File: config.mk
export PLATFORM = sky130hd
export DESIGN_NAME = byte_budget_lru_cache
export DESIGN_NICKNAME = d
export VERILOG_FILES = /design/src/design/bblc_pkg.sv /design/src/design/byte_budget_lru_cache.sv /design/src/design/bblc_scan.sv
export VERILOG_INCLUDE_DIRS = /design/src /design/src/design
export SDC_FILE = /design/constraint.sdc
export NUM_CORES = 2
export LEC_CHECK = 0
export ABC_CLOCK_PERIOD_IN_PS = 24500
export BUFFER_PORTS_ARGS = -buffer_cell sky130_fd_sc_hd__buf_4
export CORE_MARGIN = 2
export CORE_UTILIZATION = 43
export CTS_CLUSTER_SIZE = 10
export DETAILED_ROUTE_END_ITERATION = 8
export PLACE_DENSITY = 0.59
export SYNTH_ARGS = -nofsm -noshare
export SYNTH_HDL_FRONTEND = slang
export SYNTH_HIERARCHICAL = 1
export SYNTH_SLANG_ARGS = --single-unit
File: constraint.sdc
create_clock -name clk -period 24.5 [get_ports clk]
set_input_delay 1.225 -clock clk [delete_from_list [all_inputs] [get_ports clk]]
set_output_delay 1.225 -clock clk [all_outputs]
set_load 0.05 [all_outputs]
File: src/design/byte_budget_lru_cache_assert.svh
// Assertion macros for the byte budget LRU cache
`ifndef BYTE_BUDGET_LRU_CACHE_ASSERT_SVH
`define BYTE_BUDGET_LRU_CACHE_ASSERT_SVH
`define BBLC_ASSERT_IMP(label, clk, rst_n, a, c) \
	label: assert property (@(posedge clk) disable iff (!rst_n) (a) |-> (c)) \
		else $error("assertion failed");
`define BBLC_ASSERT_NXT(label, clk, rst_n, a, c) \
	label: assert property (@(posedge clk) disable iff (!rst_n) (a) |=> (c)) \
		else $error("assertion failed");
`endif

File: src/design/bblc_pkg.sv
// Package for the byte budget LRU cache: constants, beat types, codes
package bblc_pkg;
	localparam int ENTRIES_DEF   = 16;
	localparam int SIZE_BITS_DEF = 24;
	localparam int KEY_BITS_DEF  = 32;
	localparam int CFG_BITS      = 24;
	localparam int SLOT_W        = 4;
	localparam logic [CFG_BITS-1:0] CAP_RESET = 24'd1048576;
	localparam logic [CFG_BITS-1:0] MAX_RESET = 24'd65536;
	localparam logic [2:0] KIND_HIT = 3'd0, KIND_MISS = 3'd1, KIND_INS = 3'd2,
		KIND_REJ = 3'd3, KIND_EVICT = 3'd4;
	localparam logic ACT_LOOKUP = 1'b0;
	localparam logic [0:0] REG_CAP = 1'b0, REG_MAX = 1'b1;
	typedef struct packed {
		logic        action;
		logic [31:0] key;
		logic [23:0] object_size;
	} in_beat_t;
	typedef struct packed {
		logic [2:0]  kind;
		logic [3:0]  slot;
		logic [31:0] entry_key;
		logic [23:0] entry_size;
		logic        last;
	} out_beat_t;
endpackage

File: src/design/byte_budget_lru_cache.sv
// Byte budget LRU cache top level: tables, sequencer, config and beat ports
// Lookup: the slots are scanned (SCAN, UPD) and DECIDE sends the result beat; a hit then
// runs the rank update in EMIT before the next beat is taken.
// Insert: one scan and one evict beat per eviction, then the fill and EMIT; reject: from IDLE.
// One request at a time; the compare unit is walked one slot per cycle.
// Reset: valid bits, ranks, byte count cleared; registers to their defaults.
module byte_budget_lru_cache import bblc_pkg::*; #(
	parameter int ENTRIES = ENTRIES_DEF,
	parameter int SIZE_BITS = SIZE_BITS_DEF,
	parameter int KEY_BITS = KEY_BITS_DEF
) (
	input  logic        clk,
	input  logic        arst_n,
	input  logic        in_valid,
	output logic        in_stall,
	input  in_beat_t    in_data,
	output logic        out_valid,
	input  logic        out_stall,
	output out_beat_t   out_data,
	input  logic        psel,
	input  logic        penable,
	input  logic        pwrite,
	input  logic [2:0]  paddr,
	input  logic [31:0] pwdata,
	output logic [31:0] prdata,
	output logic        pready
);
	`include "byte_budget_lru_cache_assert.svh"
	localparam int IW = $clog2(ENTRIES);
	localparam int CW = $clog2(ENTRIES + 1);
	localparam logic [IW-1:0] LAST_IDX = IW'(ENTRIES - 1);

	typedef enum logic [2:0] {IDLE, SCAN, DECIDE, UPD, EMIT} state_t;
	state_t state_q;

	logic [CFG_BITS-1:0] cap_q, max_q;
	logic [KEY_BITS-1:0] keys_q [ENTRIES];
	logic [SIZE_BITS-1:0] sizes_q [ENTRIES];
	logic [ENTRIES-1:0] valid_q;
	logic [IW-1:0] rank_q [ENTRIES];
	logic [SIZE_BITS-1:0] used_q;
	logic [CW-1:0] count_q;
	in_beat_t req_q;
	logic [IW-1:0] idx_q, tgt_q, tgt_rank_q;
	logic mode_q;
	out_beat_t out_q;
	logic out_v_q;

	logic scan_start, found;
	logic [IW-1:0] best, best_rank;
	logic [SIZE_BITS:0] need;
	logic [SIZE_BITS-1:0] rsize;
	logic [KEY_BITS-1:0] rkey;

	assign rsize = SIZE_BITS'(req_q.object_size);
	assign rkey = KEY_BITS'(req_q.key);
	assign need = {1'b0, used_q} + {1'b0, rsize};
	assign scan_start = (state_q == IDLE) || (state_q == DECIDE);

	bblc_scan #(.ENTRIES(ENTRIES)) u_scan (
		.clk, .arst_n, .start(scan_start), .mode_hit(mode_q),
		.step_valid(state_q == SCAN && valid_q[idx_q]),
		.step_match(keys_q[idx_q] == rkey),
		.idx(idx_q), .rank(rank_q[idx_q]),
		.found_q(found), .best_q(best), .best_rank_q(best_rank)
	);

	assign pready = 1'b1;
	assign prdata = (paddr[2] == REG_MAX) ? 32'(max_q) : 32'(cap_q);
	assign in_stall = (state_q != IDLE) || out_v_q;
	assign out_valid = out_v_q;
	assign out_data = out_q;

	always_ff @(posedge clk or negedge arst_n) begin
		if (!arst_n) begin
			cap_q <= CAP_RESET;
			max_q <= MAX_RESET;
		end else if (psel && penable && pwrite) begin
			if (paddr[2] == REG_CAP) cap_q <= pwdata[CFG_BITS-1:0];
			else max_q <= pwdata[CFG_BITS-1:0];
		end
	end

	// first free slot
	logic [IW-1:0] free_slot;
	always_comb begin
		free_slot = '0;
		for (int i = ENTRIES - 1; i >= 0; i--)
			if (!valid_q[i]) free_slot = IW'(i);
	end

	logic over, full;
	assign over = need > {1'b0, SIZE_BITS'(cap_q)};
	assign full = count_q == CW'(ENTRIES);

	always_ff @(posedge clk or negedge arst_n) begin
		if (!arst_n) begin
			state_q <= IDLE;
			valid_q <= '0;
			used_q <= '0;
			count_q <= '0;
			out_v_q <= 1'b0;
			for (int i = 0; i < ENTRIES; i++) rank_q[i] <= '0;
		end else begin
			if (out_v_q && !out_stall) out_v_q <= 1'b0;
			case (state_q)
				IDLE: begin
					if (in_valid && !in_stall) begin
						req_q <= in_data;
						idx_q <= '0;
						if (in_data.action == ACT_LOOKUP) begin
							mode_q <= 1'b1;
							state_q <= SCAN;
						end else if (in_data.object_size > max_q ||
							in_data.object_size > cap_q) begin
							out_q <= '{KIND_REJ, '0, in_data.key, in_data.object_size, 1'b1};
							out_v_q <= 1'b1;
						end else begin
							mode_q <= 1'b0;
							state_q <= DECIDE;
						end
					end
				end
				SCAN: begin
					idx_q <= idx_q + 1'b1;
					if (idx_q == LAST_IDX) state_q <= UPD;
				end
				DECIDE: begin
					if (!out_v_q || !out_stall) begin
						if (mode_q) begin
							if (!found)
								out_q <= '{KIND_MISS, '0, req_q.key, '0, 1'b1};
							else begin
								out_q <= '{KIND_HIT, SLOT_W'(best), 32'(keys_q[best]),
									24'(sizes_q[best]), 1'b1};
								tgt_q <= best;
								tgt_rank_q <= best_rank;
							end
							out_v_q <= 1'b1;
							idx_q <= '0;
							state_q <= found ? EMIT : IDLE;
						end else if ((over || full) && count_q != '0) begin
							idx_q <= '0;
							state_q <= SCAN;
						end else begin
							tgt_q <= free_slot;
							keys_q[free_slot] <= rkey;
							sizes_q[free_slot] <= rsize;
							used_q <= need[SIZE_BITS-1:0];
							out_q <= '{KIND_INS, SLOT_W'(free_slot), req_q.key,
								req_q.object_size, 1'b1};
							out_v_q <= 1'b1;
							idx_q <= '0;
							state_q <= EMIT;
						end
					end
				end
				UPD: begin
					if (mode_q) state_q <= DECIDE;
					else if (!out_v_q || !out_stall) begin
						valid_q[best] <= 1'b0;
						count_q <= count_q - 1'b1;
						used_q <= used_q - sizes_q[best];
						out_q <= '{KIND_EVICT, SLOT_W'(best), 32'(keys_q[best]),
							24'(sizes_q[best]), 1'b0};
						out_v_q <= 1'b1;
						state_q <= DECIDE;
					end
				end
				EMIT: begin
					// rank update, one slot per cycle
					if (mode_q) begin
						if (idx_q == tgt_q) rank_q[idx_q] <= '0;
						else if (valid_q[idx_q] && rank_q[idx_q] < tgt_rank_q)
							rank_q[idx_q] <= rank_q[idx_q] + 1'b1;
					end else begin
						if (idx_q == tgt_q) rank_q[idx_q] <= '0;
						else if (valid_q[idx_q]) rank_q[idx_q] <= rank_q[idx_q] + 1'b1;
					end
					idx_q <= idx_q + 1'b1;
					if (idx_q == LAST_IDX) begin
						if (!mode_q) begin
							valid_q[tgt_q] <= 1'b1;
							count_q <= count_q + 1'b1;
						end
						state_q <= IDLE;
					end
				end
				default: state_q <= IDLE;
			endcase
		end
	end

	`BBLC_ASSERT_IMP(a_busy_stalls, clk, arst_n, state_q != IDLE, in_stall)
	`BBLC_ASSERT_IMP(a_count_range, clk, arst_n, 1'b1, count_q <= CW'(ENTRIES))
	`BBLC_ASSERT_NXT(a_hold_out, clk, arst_n, out_valid && out_stall,
		out_valid && $stable(out_data))
endmodule

File: src/design/bblc_scan.sv
// Shared per-slot compare unit: tests one slot per cycle against the search goal
module bblc_scan import bblc_pkg::*; #(
	parameter int ENTRIES = ENTRIES_DEF,
	localparam int IW = $clog2(ENTRIES)
) (
	input  logic                clk,
	input  logic                arst_n,
	input  logic                start,
	input  logic                mode_hit,
	input  logic                step_valid,
	input  logic                step_match,
	input  logic [IW-1:0]       idx,
	input  logic [IW-1:0]       rank,
	output logic                found_q,
	output logic [IW-1:0]       best_q,
	output logic [IW-1:0]       best_rank_q
);
	logic better;
	always_comb begin
		if (mode_hit)
			better = step_valid && step_match && (!found_q || rank < best_rank_q);
		else
			better = step_valid && (!found_q || rank > best_rank_q);
	end
	always_ff @(posedge clk or negedge arst_n) begin
		if (!arst_n) begin
			found_q <= 1'b0;
		end else if (start) begin
			found_q <= 1'b0;
		end else if (better) begin
			found_q <= 1'b1;
		end
	end
	always_ff @(posedge clk) begin
		if (better && !start) begin
			best_q <= idx;
			best_rank_q <= rank;
		end
	end
endmodule

==> flow_metrics.py <==
metrics = {
    "timing": {
        "finalWorstSetupSlack_ns": 16.43,
        "timing_hold_violations_final": 0,
        "maxSlewHeadroom_pct": 15.79,
        "min_period_ns": 8.074,
        "setup_violations": 0,
        "finalCritPeriodShare_pct": 32.96,
        "hold_slack_ns": 0.4538,
        "fin_setup_tns_ns": 0,
        "skew_ns": 0.03389,
        "slew_violations": 0,
        "fmax_mhz": 123.8,
        "rsz0062_at_grt": "false",
        "worst_slew_pin_slew_ns": 1.259,
    },
    "detailed_routing": {
        "via_per_inst": 6.024,
        "vias": 31049,
        "wl_um": 145300,
        "dr.pass1.iters": 8,
        "drc": 0,
        "drtAntennaViolNets": 0,
        "drt_iter0_drc": 3179,
        "wl_per_cell_um": 28.19,
    },
    "cts": {
        "postCtsResizedCells": 0,
        "cts_made_buffers": 141,
        "cts.sinks": 1203,
        "htreeDepth": 4,
        "cts_tree": "yes",
        "clk_path_buf_depth": 3,
        "postCtsHoldBufs": 0,
        "root_buffer": "clkbuf_16",
        "postCtsSetupRepairBufs": 0,
        "path_clk_slew_ns": 0.06,
        "insertion_delay_ns": 0.78,
    },
    "worst_hold_path": {
        "hold_depth": 0,
        "hold_class": "reg -> reg",
    },
    "worst_setup_path": {
        "worst-setup-path-type": "reg -> reg",
        "critPathMaxFanout": 40,
        "cp.arrival_ns": 8.47,
        "end_kind": "flop",
        "r2r_cells": 20,
        "required_ns": 24.90,
        "cp-start-kind": "flop",
    },
    "yosys": {
        "yosysMostFrequentCell": "edfxtp_1",
        "ys_warn_count": 6,
        "synth_area_sq_mm": 0.05572,
        "ys_async_sr_fraction_pct": 13.47,
        "synth-seq-cells": 1203,
        "synth_ff_type": "edfxtp_1",
        "synth_area_leaders": "edfxtp_1 (56%), mux4_2 (19%), dfrtp_1 (7.2%)",
        "netlist_instances": 3131,
        "yosysUniqueCellTypes": 83,
        "ys_seq_area_share_pct": 63.31,
        "yosysTopAreaCell": "edfxtp_1",
        "synth_top_area_share_pct": 55.88,
        "synth_edf_count": 1037,
        "synth_common_cells": "edfxtp_1 (1037), mux4_2 (463), inv_1 (163)",
        "avgSynthCellArea_sq_um": 17.80,
    },
    "layout": {
        "syn2layout_area_growth_pct": 13.57,
        "drive_gt1_share_pct": 30.49,
        "fillers": 10525,
        "multi_input_area_sq_mm": 0.01932,
        "seq_area_sq_mm": 0.03529,
        "postLayoutCoreUtil_pct": 49.06,
        "finalNonFillerCells": 5154,
        "final_nets": 3589,
    },
    "die": {
        "die_h_um": 364.0,
        "num_rows": 132,
        "core_area_sq_mm": 0.1290,
        "start_util_pct": 43.20,
        "die_area_sq_mm": 0.1325,
        "io_pins": 198,
        "die-width_um": 364.0,
    },
    "placement": {
        "dp_cells": 4952,
        "hpwlAfterDp_um": 85700,
        "portBuffers": 178,
        "post-place-ws_ns": 16.45,
        "place.gp.congestion": 0.8922,
    },
    "global_routing": {
        "globalRouteTotalUtil_pct": 22.11,
        "grt_overflow": 0,
        "grt_max_degree": 116,
        "grt_pass1_wl_um": 215400,
        "grt_pass1_vias": 32779,
        "antenna_found_initial": 2,
    },
    "status": {
        "status": "completed",
    },
    "pwr": {
        "p_leak_nw": 22.02,
        "powerDensity_mw_per_mm2": 97.72,
        "ir_drop_v": 0.00005475,
    },
    "job": {
        "cap_violations": 0,
    },
}
==> report_power, final <==
group          total (mW)  leakage [nW]  switching, mW  internal, mW
registers            2.54          11.5          0.149          2.39
logic                1.76          8.61           1.04         0.714
clock network        1.89          1.94          0.801          1.09
==> cell usage in the layout, fill, tap and decap left out, drive strengths merged, types with 5 or more instances in the layout <==
cell type     n
a21oi        93
o21bai        7
edfxtp     1037
o21a         11
clkbuf      187
a21o         38
mux2        117
a211oi       11
dfrtp       160
nor4         14
nand2       129
nor2b        19
mux4        464
ha          134
a31oi        18
xnor2        31
o211ai        9
nor2         86
a22o         11
nand2b       14
nand3        44
xor2         48
o21ai        87
a222oi       55
and2         12
clkinv        9
o31ai         6
conb          9
a21boi        5
buf         244
inv         168
nand4        24
nor3         23
and3         11
or3           6
==> kinds of logic after synthesis <==
family / Yosys count / synth area share [%]
AOI/OAI and AO/OA: 388 / 4.794
xor gates and xnor gates: 79 / 1.242
adders and majority gates: 137 / 3.117
buffers and inverters: 336 / 2.373
DFF: 1203 / 63.31
muxes: 584 / 21.45
other: 2 / 0.01348
and+or+nand+nor: 402 / 3.707
==> critical path, stage by stage, from the launching register on <==
cell       delay, ns
edfxtp_1        0.64
ha_1            0.35
fa_1            0.43
a211oi_1        0.31
o211ai_1        0.27
a21oi_1         0.28
o31ai_1         0.12
buf_4           0.16
and2_1          0.14
o21ai_0         0.19
mux2_2          0.38
or2_2           0.29
ha_1            0.30
a21o_1          0.16
a21oi_1         0.15
o21ai_0         0.16
o21ai_0         0.50
a32o_1          0.52
o2111ai_1       0.60
nor2_4          0.87
buf_4           0.81
==> final cells by class <==
type	count	share of cell area (%)
Tap cell	1742	3.444
Antenna cell	1	0.003954
Inverter	164	0.9728
Multi-Input combinational cell	1599	30.53
Sequential cell	1203	55.76
Timing Repair Buffer	244	2.940
Clock inverter	14	0.2827
Clock buffer	187	6.062
==> flip-flops by register name, indices dropped and copies added, names as in the netlist, 16 cells and up, named ones only <==
signal,count
keys_q,512
used_q,24
cap_q,24
rsize,24
rank_q,64
rkey,32
out_data,64
valid_q,16
sizes_q,384
max_q,24
==> through the flow <==
step	cell area, sq um	total power [mW]
floorplan	55750	3.798
global route	63280	6.463
CTS	63280	6.229
finish	63280	6.184
global placement	59270	4.299
detailed placement	59270	4.332
==> layer usage <==
metal  track usage (%)  part of all wire [%]  routed length (um)
met5                 0                0.0048                   7
met4             6.623                   2.4                3421
met3             3.760                   6.1                8792
met2             37.90                    52               74940
met1             28.95                    40               58110
==> worst paths after layout <==
path | startpoint | end | slack [ns]
worst max register to register | rsize[0]$_DFFE_PP_ | keys_q[1][6]$_DFFE_PP_ | 16.43
min in group asynchronous | arst_n | rank_q[44]$_DFFE_PN0P_ | 0.47
max in group asynchronous | arst_n | count_q[4]$_DFFE_PN0P_ | 22.79
worst min-delay path | u_scan/best_rank_q[3]$_DFFE_PP_ | tgt_rank_q[3]$_DFFE_PP_ | 0.45
worst min register to register | u_scan/best_rank_q[3]$_DFFE_PP_ | tgt_rank_q[3]$_DFFE_PP_ | 0.45
worst max-delay path | rsize[0]$_DFFE_PP_ | keys_q[1][6]$_DFFE_PP_ | 16.43
No activity file was read; power rests on OpenSTA's default activity.
